--- config.mk ---
export PLATFORM = sky130hd
export DESIGN_NAME = pc1_stream_byte_decrypt_core
export DESIGN_NICKNAME = d
export VERILOG_FILES = /design/src/rtl/pc1_pkg.sv /design/src/rtl/pc1_regs.sv /design/src/rtl/pc1_ctrl.sv /design/src/rtl/pc1_dp.sv /design/src/rtl/pc1_stream_byte_decrypt_core.sv
export SDC_FILE = /design/constraint.sdc
export NUM_CORES = 1
export LEC_CHECK = 0
export BUFFER_PORTS_ARGS = -buffer_cell sky130_fd_sc_hd__buf_2
export CORE_UTILIZATION = 40
export DETAILED_ROUTE_END_ITERATION = 8
export PLACE_DENSITY_LB_ADDON = 0.05
export SYNTH_ARGS = -nofsm -noshare
export SYNTH_HDL_FRONTEND = slang
export SYNTH_SLANG_ARGS = --single-unit
--- constraint.sdc ---
create_clock -name i_clk -period 16.2 [get_ports i_clk]
set_input_delay 3.24 -clock i_clk [delete_from_list [all_inputs] [get_ports i_clk]]
set_output_delay 3.24 -clock i_clk [all_outputs]
set_load 0.02 [all_outputs]
--- src/rtl/pc1_pkg.sv ---
// shared constants, types and helpers of the pc1 byte decryptor
`default_nettype none

package pc1_pkg;

    localparam int KEY_BYTES = 16;
    localparam int KEY_WORDS = KEY_BYTES / 2;
    localparam int RND_W     = $clog2(KEY_WORDS);
    localparam int NUM_REGS  = 4;
    localparam int ADDR_W    = 5;
    localparam int DATA_W    = 64;

    localparam logic [15:0] MUL_A = 16'h4E35;
    localparam logic [15:0] MUL_B = 16'h015A;

    typedef logic [NUM_REGS-1:0][DATA_W-1:0] t_key_regs;

    typedef enum logic [1:0] {
        ST_IDLE,
        ST_ROUND,
        ST_FOLD
    } t_state;

    typedef struct packed {
        logic             load;
        logic             round;
        logic             fold;
        logic [RND_W-1:0] rnd;
    } t_dp_cmd;

    typedef struct packed {
        logic out_busy;
    } t_dp_status;

    // low 16 bits of a product
    function automatic logic [15:0] mul16(input logic [15:0] a, input logic [15:0] b);
        logic [31:0] p;
        p = a * b;
        return p[15:0];
    endfunction

endpackage

`default_nettype wire

--- src/rtl/pc1_regs.sv ---
// key registers behind the apb-style configuration port
`default_nettype none

module pc1_regs
    import pc1_pkg::*;
(
    input  wire logic              i_clk,
    input  wire logic              i_rst_n,
    input  wire logic              psel,
    input  wire logic              penable,
    input  wire logic              pwrite,
    input  wire logic [ADDR_W-1:0] paddr,
    input  wire logic [DATA_W-1:0] pwdata,
    output logic      [DATA_W-1:0] prdata,
    output logic                   pready,
    output t_key_regs              o_key_regs
);

    t_key_regs r_key_regs;
    logic      wr_en;

    assign wr_en  = psel && penable && pwrite;
    assign pready = 1'b1;

    always_ff @(posedge i_clk) begin
        if (!i_rst_n) begin
            r_key_regs <= '0;
        end else if (wr_en) begin
            r_key_regs[paddr[ADDR_W-1:3]] <= pwdata;
        end
    end

    assign prdata     = r_key_regs[paddr[ADDR_W-1:3]];
    assign o_key_regs = r_key_regs;

endmodule

`default_nettype wire

--- src/rtl/pc1_ctrl.sv ---
// sequencer: accept, one round per cycle, fold and hand over
`default_nettype none

module pc1_ctrl
    import pc1_pkg::*;
(
    input  wire logic       i_clk,
    input  wire logic       i_rst_n,
    input  wire logic       i_valid,
    input  wire t_dp_status i_status,
    output logic            o_stall,
    output t_dp_cmd         o_cmd
);

    t_state           r_state, n_state;
    logic [RND_W-1:0] r_rnd, n_rnd;

    always_ff @(posedge i_clk) begin
        if (!i_rst_n) begin
            r_state <= ST_IDLE;
            r_rnd   <= '0;
        end else begin
            r_state <= n_state;
            r_rnd   <= n_rnd;
        end
    end

    always_comb begin
        n_state     = r_state;
        n_rnd       = r_rnd;
        o_stall     = 1'b1;
        o_cmd       = '0;
        o_cmd.rnd   = r_rnd;
        unique case (r_state)
            ST_IDLE: begin
                o_stall = 1'b0;
                if (i_valid) begin
                    o_cmd.load = 1'b1;
                    n_rnd      = '0;
                    n_state    = ST_ROUND;
                end
            end
            ST_ROUND: begin
                o_cmd.round = 1'b1;
                if (r_rnd == RND_W'(KEY_WORDS - 1)) begin
                    n_state = ST_FOLD;
                end else begin
                    n_rnd = r_rnd + 1'b1;
                end
            end
            ST_FOLD: begin
                // wait while the previous result still sits stalled
                if (!i_status.out_busy) begin
                    o_cmd.fold = 1'b1;
                    n_state    = ST_IDLE;
                end
            end
            default: begin
                n_state = ST_IDLE;
            end
        endcase
    end

endmodule

`default_nettype wire

--- src/rtl/pc1_dp.sv ---
// key store, chaining words, round unit and output register
`default_nettype none

module pc1_dp
    import pc1_pkg::*;
(
    input  wire logic       i_clk,
    input  wire logic       i_rst_n,
    input  wire t_dp_cmd    i_cmd,
    input  wire logic [7:0] i_cipher_byte,
    input  wire logic       i_restart,
    input  wire t_key_regs  i_key_regs,
    input  wire logic       i_stall,
    output t_dp_status      o_status,
    output logic            o_valid,
    output logic      [7:0] o_plain_byte
);

    logic [7:0]  r_key [KEY_BYTES];
    logic [15:0] r_chain_mult;
    logic [15:0] r_chain_sum;
    logic [15:0] r_prev;
    logic [15:0] r_fold;
    logic [7:0]  r_cipher;
    logic [7:0]  r_plain;
    logic        r_out_valid;

    logic [RND_W:0] byte_idx;
    logic [15:0]    key_word;
    logic [15:0]    w;
    logic [15:0]    idx;
    logic [15:0]    mw;
    logic [15:0]    t;
    logic [15:0]    o;
    logic [15:0]    fold_next;
    logic [7:0]     plain;

    // one round of the cipher
    assign byte_idx  = {i_cmd.rnd, 1'b0};
    assign key_word  = {r_key[byte_idx], r_key[byte_idx + 1'b1]};
    assign w         = r_prev ^ key_word;
    assign idx       = r_chain_sum + 16'(i_cmd.rnd);
    assign mw        = mul16(MUL_B, w);
    assign t         = mul16(idx, MUL_A) + mw + r_chain_mult;
    assign o         = mul16(w, MUL_A) + 16'd1;
    assign fold_next = r_fold ^ o ^ t;

    assign plain = r_cipher ^ r_fold[15:8] ^ r_fold[7:0];

    always_ff @(posedge i_clk) begin
        if (!i_rst_n) begin
            for (int b = 0; b < KEY_BYTES; b++) begin
                r_key[b] <= '0;
            end
            r_chain_mult <= '0;
            r_chain_sum  <= '0;
        end else if (i_cmd.load) begin
            if (i_restart) begin
                for (int b = 0; b < KEY_BYTES; b++) begin
                    r_key[b] <= i_key_regs[2'(b >> 3)][8 * (7 - (b & 7)) +: 8];
                end
                r_chain_mult <= '0;
                r_chain_sum  <= '0;
            end
        end else if (i_cmd.round) begin
            r_chain_mult <= mw;
            r_chain_sum  <= t;
        end else if (i_cmd.fold) begin
            for (int b = 0; b < KEY_BYTES; b++) begin
                r_key[b] <= r_key[b] ^ plain;
            end
        end
    end

    always_ff @(posedge i_clk) begin
        if (i_cmd.load) begin
            r_cipher <= i_cipher_byte;
            r_prev   <= '0;
            r_fold   <= '0;
        end else if (i_cmd.round) begin
            r_prev <= o;
            r_fold <= fold_next;
        end
        if (i_cmd.fold) begin
            r_plain <= plain;
        end
    end

    always_ff @(posedge i_clk) begin
        if (!i_rst_n) begin
            r_out_valid <= 1'b0;
        end else if (i_cmd.fold) begin
            r_out_valid <= 1'b1;
        end else if (!i_stall) begin
            r_out_valid <= 1'b0;
        end
    end

    assign o_status.out_busy = r_out_valid && i_stall;
    assign o_valid           = r_out_valid;
    assign o_plain_byte      = r_plain;

endmodule

`default_nettype wire

--- src/rtl/pc1_stream_byte_decrypt_core.sv ---
// top level of the pc1 stream byte decryptor
`default_nettype none

// channel   direction  handshake          payload
// input     in         i_valid / o_stall  i_cipher_byte, i_restart
// output    out        o_valid / i_stall  o_plain_byte
// config    in         psel / penable     paddr, pwdata, prdata (64-bit key words)
//
// an item passes one accept state, one round per key word through the shared
// round unit, and one fold state
// the round unit holds the chaining words, so items are worked one at a time
// the result register lets the next item enter while a result is stalled;
// the fold cycle waits only if the previous result is still not taken
// synchronous active-low reset clears key registers, key store and chaining words
// restart on an item reloads the key store from the registers before its rounds

module pc1_stream_byte_decrypt_core
    import pc1_pkg::*;
(
    input  wire logic              i_clk,
    input  wire logic              i_rst_n,
    // input item channel
    input  wire logic              i_valid,
    output logic                   o_stall,
    input  wire logic [7:0]        i_cipher_byte,
    input  wire logic              i_restart,
    // result channel
    output logic                   o_valid,
    input  wire logic              i_stall,
    output logic      [7:0]        o_plain_byte,
    // configuration port
    input  wire logic              psel,
    input  wire logic              penable,
    input  wire logic              pwrite,
    input  wire logic [ADDR_W-1:0] paddr,
    input  wire logic [DATA_W-1:0] pwdata,
    output logic      [DATA_W-1:0] prdata,
    output logic                   pready
);

    t_key_regs  key_regs;
    t_dp_cmd    dp_cmd;
    t_dp_status dp_status;

    // key words written over the bus, copied to the key store on restart
    pc1_regs u_regs (
        .i_clk      (i_clk),
        .i_rst_n    (i_rst_n),
        .psel       (psel),
        .penable    (penable),
        .pwrite     (pwrite),
        .paddr      (paddr),
        .pwdata     (pwdata),
        .prdata     (prdata),
        .pready     (pready),
        .o_key_regs (key_regs)
    );

    // sequencer: accept, rounds, fold
    pc1_ctrl u_ctrl (
        .i_clk    (i_clk),
        .i_rst_n  (i_rst_n),
        .i_valid  (i_valid),
        .i_status (dp_status),
        .o_stall  (o_stall),
        .o_cmd    (dp_cmd)
    );

    // round unit, key store and result register
    pc1_dp u_dp (
        .i_clk         (i_clk),
        .i_rst_n       (i_rst_n),
        .i_cmd         (dp_cmd),
        .i_cipher_byte (i_cipher_byte),
        .i_restart     (i_restart),
        .i_key_regs    (key_regs),
        .i_stall       (i_stall),
        .o_status      (dp_status),
        .o_valid       (o_valid),
        .o_plain_byte  (o_plain_byte)
    );

endmodule

`default_nettype wire
==> results of run 1 <==
-- cells in the final DEF, fill, tap and decap left out, types with 5 or more instances in the layout --
cell type	count
a211oi_1	5
a21boi_0	258
a21o_1	12
a21oi_1	54
a22o_1	80
a22oi_1	24
and2_1	7
buf_2	152
buf_4	29
clkbuf_1	12
clkbuf_16	54
clkbuf_8	14
clkinv_2	11
dfxtp_1	328
edfxtp_1	144
fa_1	108
ha_1	166
inv_1	244
mux2_2	5
mux2i_1	20
mux4_2	90
nand2_1	611
nand3_1	11
nor2_1	25
nor2b_1	31
nor3_1	11
o211a_1	48
o21a_1	7
o21ai_0	21
o21bai_1	8
o22ai_1	5
or3_1	16
xnor2_1	169
xnor2_2	11
xor2_1	85
-- layout make-up --
class                   instances  area [sq um]
inverters                     244           916
fillers                      6664         38300
well taps                     940          1180
multi-input cells            1937         16200
repair buffers                183          1010
clock inverters                20           180
flip-flops and latches        472         10900
clock buffers                  79          1580
-- state kept, by name, indices dropped and copies added (netlist names), named ones only --
register and cells:
u_ctrl.r_rnd 3, u_ctrl.r_state 2, u_dp.o_plain_byte 8, u_dp.o_valid 1, u_dp.r_chain_mult 15, u_dp.r_chain_sum 16, u_dp.r_cipher 8, u_dp.r_fold 16
u_dp.r_key 128, u_dp.r_prev 16, u_regs.o_key_regs 256
-- worst max-delay path by stage --
stage          slack, ns  cells after the start       startpoint         endpoint
3_3_place_gp        6.00                     30  u_ctrl.r_rnd[1]  u_dp.r_fold[14]
6_report            5.99                     30  u_ctrl.r_rnd[1]  u_dp.r_fold[14]
4_1_cts             5.86                     30  u_ctrl.r_rnd[1]  u_dp.r_fold[14]
2_1_floorplan       7.15                     32  u_ctrl.r_rnd[0]  u_dp.r_fold[15]
5_1_grt             5.56                     29  u_ctrl.r_rnd[1]  u_dp.r_fold[15]
3_5_place_dp        5.89                     30  u_ctrl.r_rnd[1]  u_dp.r_fold[14]
-- per-layer routing --
layer  vias to the layer above  wire [microns]  GRT usage
met5                         -               0          0
met4                         0            1700     0.0580
met3                       100            3520     0.0261
met2                       425           45000      0.440
met1                     10300           38300      0.323
li1                       9700               -          -
-- cell families after synthesis --
family	share of synthesized area
compound gates	0.142
xor+xnor	0.0853
fa+ha+maj	0.149
buf+inv	0.0553
flops	0.382
mux	0.0804
other cells	0.000131
simple gates	0.107
-- stage by stage --
stage | area (sq um) | util | setup slack [ns] | instances
after global routing | 32000 | 0.455 | 5.56 | 3875
after detailed placement | 30200 | 0.430 | 5.89 | 3776
after floorplan | 28500 | - | 7.15 | 2823
final | 32000 | 0.455 | 5.99 | 3875
after CTS | 32000 | 0.455 | 5.86 | 3875
after global placement | 30200 | 0.430 | 6.00 | 3776
-- tightest hold or removal path, stage by stage, from the launching register on --
cell	delay (ns)
dfxtp_1	0.30
nand2_1	0.05
a21boi_0	0.06
==> out/results.txt, run 1 <==
Pin count of the biggest net entering global routing = 265
Fin Hold WS = 0.465 ns
DRC = 0
Die Area = 72,400 sq um
Width of the chip = 269 microns
Top cells by count, synth = nand2_1, dfxtp_1, a21boi_0
Asr flop ratio synth = 0
Buf+Inv Stages, Crit Path = 3
Outcome = finished, final reports clean
Post-synth EDFFs = 144
Core area = 70,300 sq um
Register area share after synthesis = 0.382
Placement row count = 97
Req. time, crit path = 16.75 ns
Synth Area per Inst = 10.1 sq um
Hold depth = 2
Clock Skews = 0.0412 ns
Sum Neg Setup Slack = 0 ns
Top delay family on crit path = adder cells
Final GP Congestion = 0.861
Synth-to-Final Area Change = 12.0%
Post-CTS Hold Fix Bufs = 0
Max cap viols = 0
HP Class = flip-flop to flip-flop
Top post-synthesis cells by area = dfxtp_1, edfxtp_1, nand2_1, fa_1, ha_1
Reg2Reg Setup Slack = 5.99 ns
Synth Warn # = 0
Hold EP = u_regs.o_key_regs[182]
Post-layout net count = 3,250
First-pass GRT wire length = 134 mm
Clk slew on worst S/H paths = 0.06 ns
Synthesis-stage register bit count = 472
Cell mode on critical path = ha_1
Post-synth top area share = 0.230
Clock Sinks = 472
Critical path class = flip-flop to flip-flop
Post-Syn Instances = 2,823
Post-DP HPWL = 60.0 mm
Worst Setup End Kind = flip-flop
Root Buffer = clkbuf_16
Synthesized area = 28,500 sq um
# IOs = 160
Worst Path Arrival = 10.76 ns
Slew Viols, Final = 0
Clock buffer depth = 3
Clock buffer count from CTS = 53
Reg2Reg Depth = 30
Reg2reg start = u_ctrl.r_rnd[1]
FF-to-FF End = u_dp.r_fold[14]
Total track usage = 0.248
1st-iter DRT viols = 1,219
Relative slew slack = 0.0470
Fin crit share = 0.630
CP max stage cell = xnor2_1
Via count = 20,500
Hold Startpoint = u_regs.o_key_regs[182]
Setup bufs post-CTS = 0
Clk_lat worst skew = 0.64 ns
Worst-path maximum fanout = 20
Initial antenna violation count = 1
Vias in the first global route = 21,000
DR pass1 iterations = 5
Detailed Route WL = 88.5 mm
Die Y-Extent = 269 microns
Grt total ovfl = 0
Starting Density = 0.406
Max frequency = 0.0979 GHz
ANT nets after route = 0
Synthesized netlist net count = 3,182
Cts repair resizes = 0
Routed vias/inst = 5.30
Top_reg_cell synth = dfxtp_1
RSZ-0062 raised after global routing = no
Tightest Pin Transition = 1.43 ns
CTS tree = yes
Fin crit period = 10.21 ns
H-tree lvl count = 2
Largest area contributor in the netlist = dfxtp_1
Share of layout cells above drive strength 1 = 0.135
Netlist cell types = 54
IO Port Bufs = 155
Inserted Diodes = 0
Crit path largest cell delay = 0.95 ns
Routed length per instance = 22.8 microns
Final hold vios = 0
Most frequent cell after synthesis = nand2_1
Startpoint Class = flip-flop
Final setup vio count = 0
Power of run 1 is not shown: default switching activity piles up to over one toggle a cycle in this logic, so the estimate is an artifact.
==> inputs of run 2 (changes only) <==
--- a/config.mk
+++ b/config.mk
@@ -5,6 +5,7 @@
 export SDC_FILE = /design/constraint.sdc
 export NUM_CORES = 1
 export LEC_CHECK = 0
+export ABC_AREA = 1
 export BUFFER_PORTS_ARGS = -buffer_cell sky130_fd_sc_hd__buf_2
 export CORE_UTILIZATION = 40
 export DETAILED_ROUTE_END_ITERATION = 8
==> constraint.sdc (replaced) <==
create_clock -name i_clk -period 8.74 [get_ports i_clk]
set_input_delay 1.748 -clock i_clk [delete_from_list [all_inputs] [get_ports i_clk]]
set_output_delay 1.748 -clock i_clk [all_outputs]
set_load 0.02 [all_outputs]
==> run 2 against run 1 <==
Flip-flop and latch count is the same. Final cell count increased by 23%. Via count is 23% higher. Maximum frequency rose by 24%. Synthesized area up 0.36%. Routed wire length increased by 8.0%.
==> out/results.txt, run 2 <==
Outcome = finished, final reports clean
Placement row count = 97
Synth Warn # = 0
Most common cell after layout, fill and taps aside = nor2_1
Pin count of the biggest net entering global routing = 114
H-tree lvl count = 2
Largest area contributor in the netlist = dfxtp_1
Largest register FFs = 256
Netlist cell types = 46
Critical path class = flip-flop to flip-flop
Top delay family on crit path = adder cells
Root Buffer = clkbuf_16
Commonest non-fill, non-tap cells in the layout = nor2_1, inv_1, nand2_1
IO Port Bufs = 155
Max cap viols = 0
Via count = 25,300
Width of the chip = 270 microns
Final setup vio count = 0
Worst-path maximum fanout = 9
Die Y-Extent = 270 microns
Req. time, crit path = 9.25 ns
Filler cells = 6,995
ANT nets after route = 0
Crit path largest cell delay = 0.53 ns
FF-to-FF End = u_dp.r_fold[15]
Startpoint Class = flip-flop
Inserted Diodes = 0
Clock buffer count from CTS = 56
Routed vias/inst = 5.31
Worst setup endpoint = u_dp.r_fold[15]
Post-layout net count = 4,133
Synth-to-Final Area Change = 14.2%
Post-synth top area share = 0.229
DR pass1 iterations = 5
Synthesis-stage register bit count = 472
CTS tree = yes
Reg2Reg Depth = 40
Reg2Reg Setup Slack = 0.49 ns
Grt total ovfl = 0
Starting Density = 0.407
Register area share after synthesis = 0.380
Tightest Pin Transition = 1.16 ns
Worst Path Arrival = 8.76 ns
Reg2reg start = u_ctrl.r_rnd[0]
RSZ-0062 raised after global routing = no
Slew Viols, Final = 0
Core area = 70,400 sq um
Top_reg_cell synth = dfxtp_1
Top post-synthesis cells by area = dfxtp_1, edfxtp_1, o21ai_0, fa_1, nor2_1
Initial antenna violation count = 1
Sum Neg Setup Slack = 0 ns
Most frequent cell after synthesis = nor2_1
Post-synth EDFFs = 144
CP max stage cell = fa_1
Fin crit share = 0.944
Synthesized area = 28,600 sq um
Clk_lat worst skew = 0.65 ns
Final hold vios = 0
Synthesized netlist net count = 4,000
1st-iter DRT viols = 1,992
Clock Sinks = 472
Total track usage = 0.259
First-pass GRT wire length = 147 mm
Number of cells on the critical path = 40
Clock Skews = 0.0590 ns
Cell mode on critical path = nand2_1
Asr flop ratio synth = 0
Worst Setup SP = u_ctrl.r_rnd[0]
Routed length per instance = 20.1 microns
Detailed Route WL = 95.6 mm
Clock buffer depth = 3
HP Class = flip-flop to flip-flop
Fin crit period = 8.25 ns
Worst Setup End Kind = flip-flop
Die Area = 72,700 sq um
Vias in the first global route = 24,400
Post-DP HPWL = 67.4 mm
DRC = 0
Buf+Inv Stages, Crit Path = 8
Synth Area per Inst = 7.87 sq um
Clk slew on worst S/H paths = 0.06 ns
Max frequency = 0.121 GHz
Relative slew slack = 0.225
Top cells by count, synth = nor2_1, inv_1, nand2_1
Final GP Congestion = 0.921
Post-Syn Instances = 3,641
Share of layout cells above drive strength 1 = 0.114
# IOs = 160
## run 2: cell count changes in the layout (fill, tap and decap cells not counted), sizes merged, moves of 143 or more
cell,previous run,this run
o21ai,22,455
a21boi,258,0
inv,247,498
nand3,12,175
nor2,27,572
xnor2,180,37
## run 2: final cells by class
cell class / instances / area (sq um) / share of cell area
inverter: 499 / 1880 / 0.0574
timing repair buffer: 267 / 1660 / 0.0506
sequential: 472 / 10900 / 0.333
tap: 940 / 1180 / 0.0360
clock buffer: 88 / 1650 / 0.0505
clock inverter: 13 / 206 / 0.00631
multi-input combinational: 2478 / 15200 / 0.466
## run 2: logic make-up (layout without fill, tap and decap cells)
kind of cell	after synthesis	in the layout	share of synthesized area
compound gates	817	817	0.161
xor+xnor	123	123	0.0381
fa+ha+maj	274	274	0.148
buf+inv	691	867	0.0931
flops	472	472	0.380
other cells	1	1	0.000131
simple gates	1263	1263	0.179
## run 2: repair_timing
action                                  4_1_cts  5_1_grt
endpoints found under the setup margin        0        6
resized for setup                             0       21
setup buffers                                 0        2
hold buffers                                  0        0
## run 2: worst reg2reg max path, delay by kind of cell, from the launching register on
family	cells	cell delay, ns
and+or+nand+nor	15	1.43
AOI/OAI and AO/OA	6	0.92
buffers and inverters	8	0.96
DFF	1	0.35
adders and majority gates	10	4.33
xor gates and xnor gates	1	0.14
## run 2: worst min path at each step
stage / startpoint / endpoint / slack, ns / cells past startpoint
final: u_dp.r_fold[7] / u_dp.r_fold[7] / 0.45 / 1
after CTS: u_dp.r_fold[7] / u_dp.r_fold[7] / 0.45 / 1
after detailed placement: u_dp.r_fold[7] / u_dp.r_fold[7] / 0.44 / 1
after global routing: u_dp.r_fold[6] / u_dp.r_fold[6] / 0.48 / 1
after floorplan: u_dp.r_fold[5] / u_dp.r_fold[5] / 0.42 / 1
after global placement: u_dp.r_fold[7] / u_dp.r_fold[7] / 0.43 / 1
## run 2: per-layer routing
metal | wire, microns | vias up | GRT usage
met5 | 0 | - | 0
met4 | 2400 | 0 | 0.0701
met3 | 5230 | 114 | 0.0243
met2 | 45100 | 790 | 0.433
met1 | 42800 | 12200 | 0.356
li1 | - | 12200 | -
## run 2: stage by stage
stage | utilization | setup WS [ns] | hold WS, ns | area [sq um] | cells
finish | 0.464 | 0.487 | 0.448 | 32700 | 4757
global route | 0.464 | 0.0349 | 0.475 | 32700 | 4757
global placement | 0.437 | 0.210 | 0.432 | 30700 | 4654
detailed placement | 0.437 | 0.229 | 0.440 | 30700 | 4654
CTS | 0.463 | 0.203 | 0.448 | 32600 | 4755
floorplan | - | 0.257 | 0.422 | 28600 | 3641
Power of run 2 is left out for the same reason.
==> inputs of run 3 (changes only) <==
--- a/config.mk
+++ b/config.mk
@@ -9,7 +9,9 @@
 export BUFFER_PORTS_ARGS = -buffer_cell sky130_fd_sc_hd__buf_2
 export CORE_UTILIZATION = 40
 export DETAILED_ROUTE_END_ITERATION = 8
+export GPL_ROUTABILITY_DRIVEN = 0
 export PLACE_DENSITY_LB_ADDON = 0.05
+export RECOVER_POWER = 50
 export SYNTH_ARGS = -nofsm -noshare
 export SYNTH_HDL_FRONTEND = slang
 export SYNTH_SLANG_ARGS = --single-unit
==> run 3 against run 2 <==
The flow now finishes with violations (capacitance limit, slew limit). Die area unchanged. Sequential share of layout area decreased by 0.080 points. Clock skew increased by 0.0040 ns. Register-to-register slack got worse by 0.12 ns. Critical path depth unchanged. Global-route usage decreased by 0.098 points. Final area increased by 0.24%. Via count increased by 0.59%. Flip-flop and latch count unchanged. Hold slack improved by 0.0020 ns. Highest routed layer is now met5.
==> out/results.txt, run 3 (synthesis gave the netlist of run 2 again) <==
Core area = 70,400 sq um
Fin crit period = 8.37 ns
CTS tree = yes
Clock Sinks = 472
Routed length per instance = 20.0 microns
Clock Skews = 0.0630 ns
1st-iter DRT viols = 2,439
ANT nets after route = 0
Synth-to-Final Area Change = 14.4%
Clock buffer count from CTS = 55
Final hold vios = 0
First-pass GRT wire length = 146 mm
Total track usage = 0.258
Critical path class = flip-flop to flip-flop
Via count = 25,400
Largest register FFs = 256
Max frequency = 0.120 GHz
Initial antenna violation count = 4
Clk slew on worst S/H paths = 0.06 ns
HP Class = flip-flop to flip-flop
Slew Viols, Final = 474
Clock buffer depth = 3
Outcome = complete, but fails checks
Most common cell after layout, fill and taps aside = nor2_1
Worst Path Arrival = 8.93 ns
Fin crit share = 0.957
DR pass1 iterations = 6
Width of the chip = 270 microns
Filler cells = 7,065
Final setup vio count = 0
Post-DP HPWL = 67.2 mm
Worst-path maximum fanout = 14
CP max stage cell = xnor2_1
Sum Neg Setup Slack = 0 ns
Finished Layout Cells = 4,776
Post-layout net count = 4,147
Pin count of the biggest net entering global routing = 91
Reg2Reg Setup Slack = 0.37 ns
Commonest non-fill, non-tap cells in the layout = nor2_1, inv_1, nand2_1
Placement row count = 97
Die Y-Extent = 270 microns
Die Area = 72,700 sq um
Starting Density = 0.407
Tightest Pin Transition = 3.91 ns
Clk_lat worst skew = 0.66 ns
Crit path largest cell delay = 0.59 ns
Relative slew slack = -1.61
# IOs = 160
Max cap viols = 8
H-tree lvl count = 2
Share of layout cells above drive strength 1 = 0.112
Req. time, crit path = 9.30 ns
IO Port Bufs = 155
Routed vias/inst = 5.32
DRC = 0
Startpoint Class = flip-flop
Placed instance count = 4,669
Grt total ovfl = 0
Failing checks = capacitance limit, slew limit
Detailed Route WL = 95.6 mm
Root Buffer = clkbuf_16
Worst Setup End Kind = flip-flop
Vias in the first global route = 24,500
Post-CTS Hold Fix Bufs = 0
-- run 3: final timing paths --
check	from	cells past startpoint	endpoint
setup / recovery	flip-flop	40	u_dp.r_fold[14]
hold / removal	u_dp.r_fold[7]	1	u_dp.r_fold[7]
setup reg to reg	flip-flop	40	u_dp.r_fold[14]
hold reg to reg	u_dp.r_fold[7]	1	u_dp.r_fold[7]
-- run 3: timing repair --
action / in CTS / in global routing
resized for setup: 0 / 26
setup buffers: 0 / 2
endpoints found under the hold margin: 0 / 0
setup endpoints to repair: 0 / 8
-- run 3: cell type report --
class | count | area [sq um] | area share
Antenna cell | 1 | 2.50 | 0.0000764
Clock buffer | 82 | 1670 | 0.0510
Clock inverter | 22 | 259 | 0.00790
Inverter | 499 | 1880 | 0.0573
Multi-Input combinational cell | 2478 | 15200 | 0.464
Sequential cell | 472 | 10900 | 0.332
Tap cell | 940 | 1180 | 0.0359
Timing Repair Buffer | 282 | 1670 | 0.0511
-- run 3: per-stage QoR --
| step | instance area, sq um | hold WS, ns | worst slack (ns) | utilization |
|---|---|---|---|---|
| global route | 32800 | 0.472 | -0.0107 | 0.466 |
| detailed placement | 30800 | 0.448 | 0.195 | 0.438 |
| CTS | 32800 | 0.455 | 0.111 | 0.466 |
| floorplan | 28600 | 0.422 | 0.257 | - |
| global placement | 30800 | 0.434 | 0.113 | 0.438 |
| finish | 32800 | 0.450 | 0.372 | 0.466 |
-- run 3: worst max-delay path, delay by kind of cell, from the launching register on --
family / cells / cell delay, ns
XOR/XNOR: 3 / 0.96
adder cells (fa/ha/maj): 10 / 4.43
buffers and inverters: 13 / 1.19
AO/OA/AOI/OAI: 3 / 0.47
AND/OR/NAND/NOR: 11 / 0.84
flip-flops: 1 / 0.39
-- run 3: routing by layer --
layer / up-vias / GRT usage / routed length (microns)
li1: 12200 / - / -
met1: 12200 / 0.349 / 41800
met2: 886 / 0.421 / 44300
met3: 157 / 0.0306 / 5840
met4: 4 / 0.0966 / 3620
met5: - / 0 / 23
Power of run 3 is left out for the same reason.
